### src/hdl/greenhouse_climate_controller_macros.svh
// Assertion macros shared by the greenhouse climate controller modules.
`ifndef GREENHOUSE_CLIMATE_CONTROLLER_MACROS_SVH
`define GREENHOUSE_CLIMATE_CONTROLLER_MACROS_SVH

// Same-cycle implication, sampled on clk, off while rst_n is low.
`define GCC_ASSERT_IMPLIES(label, ante, cons, msg) \
    label: assert property (@(posedge clk) disable iff (!rst_n) (ante) |-> (cons)) \
        else $error(msg);

// Next-cycle implication, sampled on clk, off while rst_n is low.
`define GCC_ASSERT_NEXT(label, ante, cons, msg) \
    label: assert property (@(posedge clk) disable iff (!rst_n) (ante) |=> (cons)) \
        else $error(msg);

`endif

### src/hdl/gcc_pkg.sv
// Types, constants and helper functions of the greenhouse climate controller.
package gcc_pkg;

    // field widths
    localparam int NowW   = 32;
    localparam int TempW  = 11;
    localparam int LevelW = 10;
    localparam int HourW  = 5;
    localparam int QuotW  = 11;
    localparam int IdxW   = 3;
    localparam int CfgW   = 11;

    // stream packing
    localparam int InDataW   = 80;
    localparam int InFieldsW = 73;
    localparam int InUserW   = 2;
    localparam int OutDataW  = 48;
    localparam int OutFieldsW = 41;

    localparam int NowLsb   = 0;
    localparam int TempLsb  = NowLsb + NowW;
    localparam int HumLsb   = TempLsb + TempW;
    localparam int SoilLsb  = HumLsb + LevelW;
    localparam int LightLsb = SoilLsb + LevelW;

    localparam int UserTempOk = 0;
    localparam int UserHumOk  = 1;

    localparam int OutHeater    = 0;
    localparam int OutFan       = 1;
    localparam int OutPump      = 2;
    localparam int OutLamp      = 3;
    localparam int OutStartLsb  = 4;
    localparam int OutHourLsb   = OutStartLsb + NowW;

    // now_ms / 3600000 = (now_ms >> 7) / 28125, done as a reciprocal multiply.
    // Magic = ceil(2^40 / 28125); exact for every 25-bit dividend.
    localparam int DivShift   = 7;
    localparam int ScaledW    = NowW - DivShift;
    localparam int MagicW     = 26;
    localparam int ProdW      = ScaledW + MagicW;
    localparam int MagicShift = 40;
    localparam logic [MagicW-1:0] HourMagic = 26'd39093747;

    // w / 3 = (w * 171) >> 9 for w below 512
    localparam int Div3ProdW = 16;
    localparam int Div3Shift = 9;
    localparam logic [Div3ProdW-1:0] Div3Magic = 16'd171;

    localparam logic [QuotW-1:0] FirstHour  = 11'd8;
    localparam logic [HourW-1:0] NightFrom  = 5'd22;
    localparam logic [HourW-1:0] NightUntil = 5'd6;
    localparam logic [HourW-1:0] VentFrom   = 5'd10;
    localparam logic [HourW-1:0] VentUntil  = 5'd14;
    localparam logic [HourW-1:0] HoursPerDay = 5'd24;

    localparam logic [NowW-1:0] StartupFanMs = 32'd5000;
    localparam logic [NowW-1:0] AfterHeatMs  = 32'd2000;

    localparam logic signed [TempW-1:0] TempDefault = 11'sd200;
    localparam logic [LevelW-1:0]       HumDefault  = 10'd500;

    typedef enum logic [IdxW-1:0] {
        REG_TEMP_MIN     = 3'd0,
        REG_TEMP_MAX     = 3'd1,
        REG_HUMIDITY_MAX = 3'd2,
        REG_SOIL_DRY     = 3'd3,
        REG_SOIL_WET     = 3'd4,
        REG_LIGHT_DARK   = 3'd5,
        REG_LIGHT_BRIGHT = 3'd6
    } cfg_index_t;

    typedef struct packed {
        logic signed [TempW-1:0] temp_min;
        logic signed [TempW-1:0] temp_max;
        logic [LevelW-1:0]       humidity_max;
        logic [LevelW-1:0]       soil_dry;
        logic [LevelW-1:0]       soil_wet;
        logic [LevelW-1:0]       light_dark;
        logic [LevelW-1:0]       light_bright;
    } cfg_t;

    // one control step after input cleanup and the hour divide
    typedef struct packed {
        logic [NowW-1:0]         now_ms;
        logic signed [TempW-1:0] temperature;
        logic [LevelW-1:0]       humidity;
        logic [LevelW-1:0]       soil;
        logic [LevelW-1:0]       dark;
        logic [QuotW-1:0]        hours;
    } item_t;

    typedef struct packed {
        logic             heater_cmd;
        logic             fan_on;
        logic             pump_on;
        logic             lamp_on;
        logic [NowW-1:0]  pump_start_ms;
        logic [HourW-1:0] hour_of_day;
    } result_t;

    // (FirstHour + hours) mod 24, split as mod 8 and mod 3 of the upper bits
    function automatic logic [HourW-1:0] hour_from_quot(input logic [QuotW-1:0] hours);
        logic [QuotW-1:0]     v;
        logic [7:0]           w;
        logic [Div3ProdW-1:0] p;
        logic [7:0]           q3;
        logic [7:0]           r3;
        v  = hours + FirstHour;
        w  = v[QuotW-1:3];
        p  = Div3ProdW'(w) * Div3Magic;
        q3 = 8'(p >> Div3Shift);
        r3 = w - q3 * 8'd3;
        return {r3[1:0], v[2:0]};
    endfunction

endpackage

### src/hdl/gcc_ctrl_core.sv
// Control state of the greenhouse controller: heater, fan, pump and lamp decisions.
`include "greenhouse_climate_controller_macros.svh"

module gcc_ctrl_core
    import gcc_pkg::*;
(
    input  logic    clk,
    input  logic    rst_n,
    input  logic    load,
    input  item_t   item,
    input  cfg_t    cfg,
    output result_t result
);

    // heater_state doubles as the previous heater command: both change together.
    logic            heater_state_reg, heater_next;
    logic            pump_state_reg, pump_next;
    logic            lamp_state_reg, lamp_next;
    logic            startup_done_reg, startup_done_next;
    logic            hold_reg, hold_next;
    logic [NowW-1:0] heater_off_reg, heater_off_next;
    logic [NowW-1:0] pump_start_reg, pump_start_next;

    logic [HourW-1:0] hour;
    logic             night;
    logic             vent;
    logic             hot;
    logic             fan;
    logic [NowW-1:0]  elapsed;

    always_comb
    begin
        hour  = hour_from_quot(item.hours);
        night = (hour >= NightFrom) || (hour < NightUntil);
        vent  = (hour >= VentFrom) && (hour < VentUntil);
        hot   = $signed(item.temperature) >= $signed(cfg.temp_max);

        priority if ($signed(item.temperature) <= $signed(cfg.temp_min))
            heater_next = 1'b1;
        else if (hot)
            heater_next = 1'b0;
        else
            heater_next = heater_state_reg;

        fan = 1'b0;
        startup_done_next = startup_done_reg;
        if (!startup_done_reg)
        begin
            if (item.now_ms < StartupFanMs)
                fan = 1'b1;
            else
                startup_done_next = 1'b1;
        end
        if (hot || (item.humidity > cfg.humidity_max) || (!night && vent) || heater_next)
            fan = 1'b1;

        // after-heat hold starts on the on-to-off edge of the heater
        hold_next       = hold_reg;
        heater_off_next = heater_off_reg;
        if (heater_state_reg && !heater_next)
        begin
            hold_next       = 1'b1;
            heater_off_next = item.now_ms;
        end
        elapsed = item.now_ms - heater_off_next;
        if (hold_next)
        begin
            if (elapsed < AfterHeatMs)
                fan = 1'b1;
            else
                hold_next = 1'b0;
        end

        pump_start_next = pump_start_reg;
        priority if (item.soil < cfg.soil_dry)
        begin
            if (!pump_state_reg)
                pump_start_next = item.now_ms;
            pump_next = 1'b1;
        end
        else if (item.soil > cfg.soil_wet)
            pump_next = 1'b0;
        else
            pump_next = pump_state_reg;

        priority if (night)
            lamp_next = 1'b0;
        else if (item.dark > cfg.light_dark)
            lamp_next = 1'b1;
        else if (item.dark < cfg.light_bright)
            lamp_next = 1'b0;
        else
            lamp_next = lamp_state_reg;

        result.heater_cmd    = heater_next;
        result.fan_on        = fan;
        result.pump_on       = pump_next;
        result.lamp_on       = lamp_next;
        result.pump_start_ms = pump_start_next;
        result.hour_of_day   = hour;
    end

    always_ff @(posedge clk or negedge rst_n)
    begin
        if (!rst_n)
        begin
            heater_state_reg <= 1'b0;
            pump_state_reg   <= 1'b0;
            lamp_state_reg   <= 1'b0;
            startup_done_reg <= 1'b0;
            hold_reg         <= 1'b0;
            heater_off_reg   <= '0;
            pump_start_reg   <= '0;
        end
        else if (load)
        begin
            heater_state_reg <= heater_next;
            pump_state_reg   <= pump_next;
            lamp_state_reg   <= lamp_next;
            startup_done_reg <= startup_done_next;
            hold_reg         <= hold_next;
            heater_off_reg   <= heater_off_next;
            pump_start_reg   <= pump_start_next;
        end
    end

    `GCC_ASSERT_NEXT(a_pump_start_latch, load && !pump_state_reg && (item.soil < cfg.soil_dry), pump_start_reg == $past(item.now_ms), "pump start time not latched on pump turn-on")

    `GCC_ASSERT_NEXT(a_heat_off_hold, load && heater_state_reg && !heater_next, hold_reg && (heater_off_reg == $past(item.now_ms)), "after-heat hold not armed on heater turn-off")

endmodule

### src/hdl/greenhouse_climate_controller.sv
// Top level of the greenhouse climate controller: stream ports, registers, pipeline.
`include "greenhouse_climate_controller_macros.svh"

// Greenhouse climate controller. Each input transaction is one control step:
// a millisecond timestamp plus sensor readings. Each step yields exactly one
// output transaction with the heater, fan, pump and lamp commands, the latched
// pump start time and the hour of day. The block takes one transaction per
// cycle while the output side keeps taking results. Stage one registers the
// raw transaction; stage two replaces invalid temperature (20.0) and humidity
// (50.0) readings, inverts light into darkness and runs the whole-hour divide
// as a 25 x 26 bit reciprocal multiply; stage three forms the hour of day and
// updates the controller state, and its result sits in the output register.
// A stage holds only while the one after it is full and not moving, so a stall
// starts at a full output register that is not taken; empty stages ahead of it
// still fill and keep taking new transactions. Configuration registers are written
// through cfg_wr_en / cfg_index / cfg_data with no read-back; write them only
// while no transaction is in flight. Index 7 is ignored. No clearing pass is
// needed after reset.
module greenhouse_climate_controller
    import gcc_pkg::*;
(
    input  logic                clk,
    input  logic                rst_n,

    input  logic                s_axis_tvalid,
    output logic                s_axis_tready,
    // now_ms[31:0], temperature[42:32], humidity[52:43], soil_raw[62:53],
    // light_raw[72:63], zero fill[79:73]
    input  logic [InDataW-1:0]  s_axis_tdata,
    // temperature_ok[0], humidity_ok[1]
    input  logic [InUserW-1:0]  s_axis_tuser,

    output logic                m_axis_tvalid,
    input  logic                m_axis_tready,
    // heater_cmd[0], fan_on[1], pump_on[2], lamp_on[3], pump_start_ms[35:4],
    // hour_of_day[40:36], zero fill[47:41]
    output logic [OutDataW-1:0] m_axis_tdata,

    input  logic                cfg_wr_en,
    input  logic [IdxW-1:0]     cfg_index,
    input  logic [CfgW-1:0]     cfg_data
);

    cfg_t cfg_reg;

    logic                 s0_valid_reg;
    logic [InFieldsW-1:0] s0_data_reg;
    logic [InUserW-1:0]   s0_user_reg;

    logic  s1_valid_reg;
    item_t s1_item_reg;
    item_t s1_next;

    logic    out_valid_reg;
    result_t out_reg;
    result_t core_result;

    logic load_s0;
    logic load_s1;
    logic load_out;

    logic [ScaledW-1:0] scaled;
    logic [ProdW-1:0]   prod;

    // pipeline flow: a stage moves when the one after it is empty or moving
    assign load_out      = s1_valid_reg && (!out_valid_reg || m_axis_tready);
    assign load_s1       = s0_valid_reg && (!s1_valid_reg || load_out);
    assign s_axis_tready = !s0_valid_reg || load_s1;
    assign load_s0       = s_axis_tvalid && s_axis_tready;

    // configuration writes
    always_ff @(posedge clk or negedge rst_n)
    begin
        if (!rst_n)
        begin
            cfg_reg.temp_min     <= 11'sd260;
            cfg_reg.temp_max     <= 11'sd270;
            cfg_reg.humidity_max <= 10'd600;
            cfg_reg.soil_dry     <= 10'd400;
            cfg_reg.soil_wet     <= 10'd500;
            cfg_reg.light_dark   <= 10'd200;
            cfg_reg.light_bright <= 10'd500;
        end
        else if (cfg_wr_en)
        begin
            unique case (cfg_index_t'(cfg_index))
                REG_TEMP_MIN:     cfg_reg.temp_min     <= cfg_data;
                REG_TEMP_MAX:     cfg_reg.temp_max     <= cfg_data;
                REG_HUMIDITY_MAX: cfg_reg.humidity_max <= cfg_data[LevelW-1:0];
                REG_SOIL_DRY:     cfg_reg.soil_dry     <= cfg_data[LevelW-1:0];
                REG_SOIL_WET:     cfg_reg.soil_wet     <= cfg_data[LevelW-1:0];
                REG_LIGHT_DARK:   cfg_reg.light_dark   <= cfg_data[LevelW-1:0];
                REG_LIGHT_BRIGHT: cfg_reg.light_bright <= cfg_data[LevelW-1:0];
                default:          ;
            endcase
        end
    end

    // stage two: input cleanup and whole hours of the timestamp
    always_comb
    begin
        scaled = s0_data_reg[NowLsb + NowW - 1 -: ScaledW];
        prod   = ProdW'(scaled) * ProdW'(HourMagic);

        s1_next.now_ms      = s0_data_reg[NowLsb +: NowW];
        s1_next.temperature = s0_user_reg[UserTempOk] ?
                              s0_data_reg[TempLsb +: TempW] : TempDefault;
        s1_next.humidity    = s0_user_reg[UserHumOk] ?
                              s0_data_reg[HumLsb +: LevelW] : HumDefault;
        s1_next.soil        = s0_data_reg[SoilLsb +: LevelW];
        // 1023 - light is the bitwise complement of a 10-bit value
        s1_next.dark        = ~s0_data_reg[LightLsb +: LevelW];
        s1_next.hours       = prod[MagicShift +: QuotW];
    end

    always_ff @(posedge clk or negedge rst_n)
    begin
        if (!rst_n)
        begin
            s0_valid_reg  <= 1'b0;
            s1_valid_reg  <= 1'b0;
            out_valid_reg <= 1'b0;
        end
        else
        begin
            if (s_axis_tready)
                s0_valid_reg <= s_axis_tvalid;
            if (!s1_valid_reg || load_out)
                s1_valid_reg <= s0_valid_reg;
            if (!out_valid_reg || m_axis_tready)
                out_valid_reg <= s1_valid_reg;
        end
    end

    always_ff @(posedge clk)
    begin
        if (load_s0)
        begin
            s0_data_reg <= s_axis_tdata[InFieldsW-1:0];
            s0_user_reg <= s_axis_tuser;
        end
        if (load_s1)
            s1_item_reg <= s1_next;
        if (load_out)
            out_reg <= core_result;
    end

    // stage three: hour of day and controller state
    gcc_ctrl_core u_core (
        .clk    (clk),
        .rst_n  (rst_n),
        .load   (load_out),
        .item   (s1_item_reg),
        .cfg    (cfg_reg),
        .result (core_result)
    );

    assign m_axis_tvalid = out_valid_reg;
    always_comb
    begin
        m_axis_tdata = '0;
        m_axis_tdata[OutHeater] = out_reg.heater_cmd;
        m_axis_tdata[OutFan]    = out_reg.fan_on;
        m_axis_tdata[OutPump]   = out_reg.pump_on;
        m_axis_tdata[OutLamp]   = out_reg.lamp_on;
        m_axis_tdata[OutStartLsb +: NowW] = out_reg.pump_start_ms;
        m_axis_tdata[OutHourLsb +: HourW] = out_reg.hour_of_day;
    end

    `GCC_ASSERT_IMPLIES(a_hour_range, out_valid_reg, out_reg.hour_of_day < HoursPerDay, "hour of day out of range")

    `GCC_ASSERT_IMPLIES(a_night_lamp_off, out_valid_reg && ((out_reg.hour_of_day >= NightFrom) || (out_reg.hour_of_day < NightUntil)), !out_reg.lamp_on, "lamp on at night")

    `GCC_ASSERT_IMPLIES(a_heater_fan, out_valid_reg && out_reg.heater_cmd, out_reg.fan_on, "heater on without fan")

    `GCC_ASSERT_NEXT(a_stall_hold, out_valid_reg && !m_axis_tready && s1_valid_reg, s1_valid_reg && out_valid_reg, "pipeline dropped a transaction while stalled")

endmodule

### config.mk
export PLATFORM = sky130hd
export DESIGN_NAME = greenhouse_climate_controller
export DESIGN_NICKNAME = d
export VERILOG_FILES = /design/src/hdl/gcc_pkg.sv /design/src/hdl/gcc_ctrl_core.sv /design/src/hdl/greenhouse_climate_controller.sv
export VERILOG_INCLUDE_DIRS = /design/src /design/src/hdl
export SDC_FILE = /design/constraint.sdc
export NUM_CORES = 1
export LEC_CHECK = 0
export ABC_AREA = 1
export BUFFER_PORTS_ARGS = -buffer_cell sky130_fd_sc_hd__buf_2
export CAP_MARGIN = 40
export CORE_UTILIZATION = 50
export CTS_CLUSTER_SIZE = 24
export DETAILED_ROUTE_END_ITERATION = 8
export GPL_ROUTABILITY_DRIVEN = 0
export GPL_TIMING_DRIVEN = 1
export MAX_ROUTING_LAYER = met4
export PLACE_DENSITY = 0.67
export SLEW_MARGIN = 20
export SYNTH_ARGS = -nofsm -noshare
export SYNTH_HDL_FRONTEND = slang
export SYNTH_SLANG_ARGS = --single-unit
### constraint.sdc
create_clock -name clk -period 7.8 [get_ports clk]
set_input_delay 0.39 -clock clk [delete_from_list [all_inputs] [get_ports clk]]
set_output_delay 0.39 -clock clk [all_outputs]
set_load 0.05 [all_outputs]
==> results.txt <==
Sequential share of the synthesized area -> 0.3486
Pre-Repair DR Iteration Count -> 5
CP arrival -> 7280 ps
Leading area contributor after synthesis -> edfxtp_1
Post-DRT Antenna Nets -> 0
Setup bufs post-CTS -> 0
CTS tree -> done
DR WL/cell -> 16.56 um
CTS buffer count -> 38
Post-CTS sizing -> 0
FMAX -> 0.1436 GHz
Global-route wire length before repair -> 105700 um
Clock-pin slew on the worst setup and hold paths -> 60 ps
Hold Path Class -> in -> reg
Number of synthesized flops with an enable pin -> 200
Fin area -> 31290 sq um
Vias in the first global route -> 20934
Fillers -> 4548
Total number of vias -> 20020
CP max FO -> 12
Rows -> 85
Mapped Cells -> 2911
Port bufs -> 136
Ys flop type -> edfxtp_1
Final Max Slew Viols -> 0
Outcome -> complete, no violations
H-tree depth -> 2
#FFs+latches synth -> 344
Ys Warns -> 0
Vias per inst -> 5.187
Hold-fix buffers at CTS -> 67
Worst EP required -> 8110 ps
Total GRT Usage -> 0.2436
Mapped Area -> 27660 sq um
Final Critical Period -> 6964 ps
CTS root buf -> clkbuf_16
Worst skew pair latency -> 580 ps
Slew headroom -> 0.4802
Post-route clock period utilization -> 0.8928
Synth async-reset ratio -> 0.4186
Netlist cell types -> 55
Final HPWL from detailed placement -> 50400 um
Most frequent cell after synthesis -> inv_1
Die Area -> 56270 sq um
R2r setup slk -> 840 ps
Final nets -> 3860
CP Capture Type -> flip-flop
Max-cap viol count -> 0
Die Width -> 237.2 um
Least-Margin Pin Slew -> 779.7 ps
Drt drc -> 0
Initial antenna violation count -> 1
Critical path type -> reg -> reg
Post-synth top cells -> inv_1, nand2_1, ha_1
Max clock buf depth -> 3
Layout cells sized above 1 -> 0.09229
Unrepaired setup endpoints after global routing -> no
Starting Density -> 0.5100
Final-report hold violation count -> 0
Post-Layout Cell Count -> 3860
Core area -> 54240 sq um
Largest net degree at the start of global routing -> 86
Setup TNS -> 0 ps
# diodes -> 0
Mapped Avg Cell Area -> 9.503 sq um
DP Worst Slack -> 895.9 ps
Skew final -> 24.00 ps
Die height -> 237.2 um
Boundary Pins -> 151
Placed cells -> 3721
Crit path launch type -> flip-flop
Setup WS post-layout -> 835.8 ps
Setup violators final -> 0
Post-synth top area share -> 0.2171
1st-iter DRT viols -> 1215
CTS Sinks -> 344
Global route overflow -> 0
Syn-to-layout area delta -> 13.13%
Synth area leaders -> edfxtp_1, ha_1, fa_1
Routed WL -> 63910 um
Area after DPL -> 29230 sq um
Max reg flops -> 84
==> cells by family (layout without fill, tap and decap cells) <==
logic type                 Yosys count  count (layout)  share of synthesized area
AOI/OAI and AO/OA                  426             426                    0.08481
other                                1               7                  0.0001356
DFF                                344             344                     0.3486
muxes                                1               1                  0.0004070
buffers and inverters              703             950                    0.09715
and+or+nand+nor                    780             780                     0.1171
adders and majority gates          624             624                     0.3417
xor gates and xnor gates            32              32                    0.01013
==> layer usage <==
layer / global-route usage / vias to the layer above / routed length [um] / share of wire
met3: 0.02323 / 141 / 2459 / 0.038
met2: 0.4097 / 443 / 31550 / 0.49
met4: 0.09365 / 0 / 2217 / 0.035
met1: 0.3049 / 9635 / 27680 / 0.43
li1: - / 9801 / - / -
met5: - / - / 0 / 0
==> per-stage QoR <==
step           hold slack, ps    util
2_1_floorplan           94.41       -
3_3_place_gp            406.2  0.5379
3_5_place_dp            404.5  0.5389
4_1_cts                 1.208  0.5758
5_1_grt                 5.776  0.5770
6_report                27.58  0.5770
==> worst paths after layout <==
kind / startpoint / to / depth (start not counted)
worst max-delay path: s0_data_reg[30]$_DFFE_PP_ / s1_item_reg[10]$_DFFE_PP_ / 25
worst min-delay path: s_axis_tdata[44] / s0_data_reg[44]$_DFFE_PP_ / 1
worst max register to register: s0_data_reg[30]$_DFFE_PP_ / s1_item_reg[10]$_DFFE_PP_ / 25
worst min register to register: s0_data_reg[60]$_DFFE_PP_ / s1_item_reg[28]$_DFFE_PP_ / 0
max in group asynchronous: rst_n / u_core.pump_start_reg[22]$_DFFE_PN0P_ / 4
min in group asynchronous: rst_n / cfg_reg[35]$_DFFE_PN0P_ / 2
==> worst max-delay path, stage by stage, from the launching register on <==
cell and delay (ps):
edfxtp_1 750, inv_1 180, ha_1 400, fa_1 550, inv_1 60, fa_1 520, fa_1 570, inv_1 60
fa_1 540, inv_1 70, fa_1 500, fa_1 500, ha_1 340, nand2_1 110, nor2_1 50, inv_1 70
nor3_1 40, o21ai_0 80, o2111ai_1 120, a31o_2 250, a21boi_0 350, nor2_1 80, nand2_1 70, o211ai_1 140
a21oi_1 220, xor2_1 90
==> layout make-up <==
cell class | count | area (sq um) | area share
clock buffer | 50 | 1067 | 0.03410
inverter | 653 | 2455 | 0.07845
tap | 696 | 870.8 | 0.02783
clock inverter | 19 | 262.8 | 0.008396
multi-input combinational | 1870 | 15370 | 0.4911
timing repair buffer | 228 | 1625 | 0.05194
sequential | 344 | 9644 | 0.3082
==> cell usage in the layout, fill, tap and decap left out, types with 7 or more instances in the layout <==
master,synthesis,layout
o21a_1,10,10
edfxtp_1,200,200
o211ai_1,8,8
a21o_1,7,7
ha_1,405,405
o21ai_0,246,246
fa_1,219,219
clkinv_2,0,8
nand3_1,48,48
xnor2_1,9,9
nor3_1,20,20
conb_1,1,7
nand2_1,525,525
nand2_2,9,9
buf_4,7,20
xor2_1,23,23
inv_1,648,646
clkbuf_16,0,39
nand3b_1,12,12
buf_2,0,135
dlygate4sd3_1,0,67
nor2_1,114,112
nand4_1,28,28
dfstp_2,28,28
dfrtp_1,116,116
a21oi_1,114,114
Power is left out: the tool's default activity adds up to more than one toggle a clock period on the data nets, which glitch-free logic cannot reach.
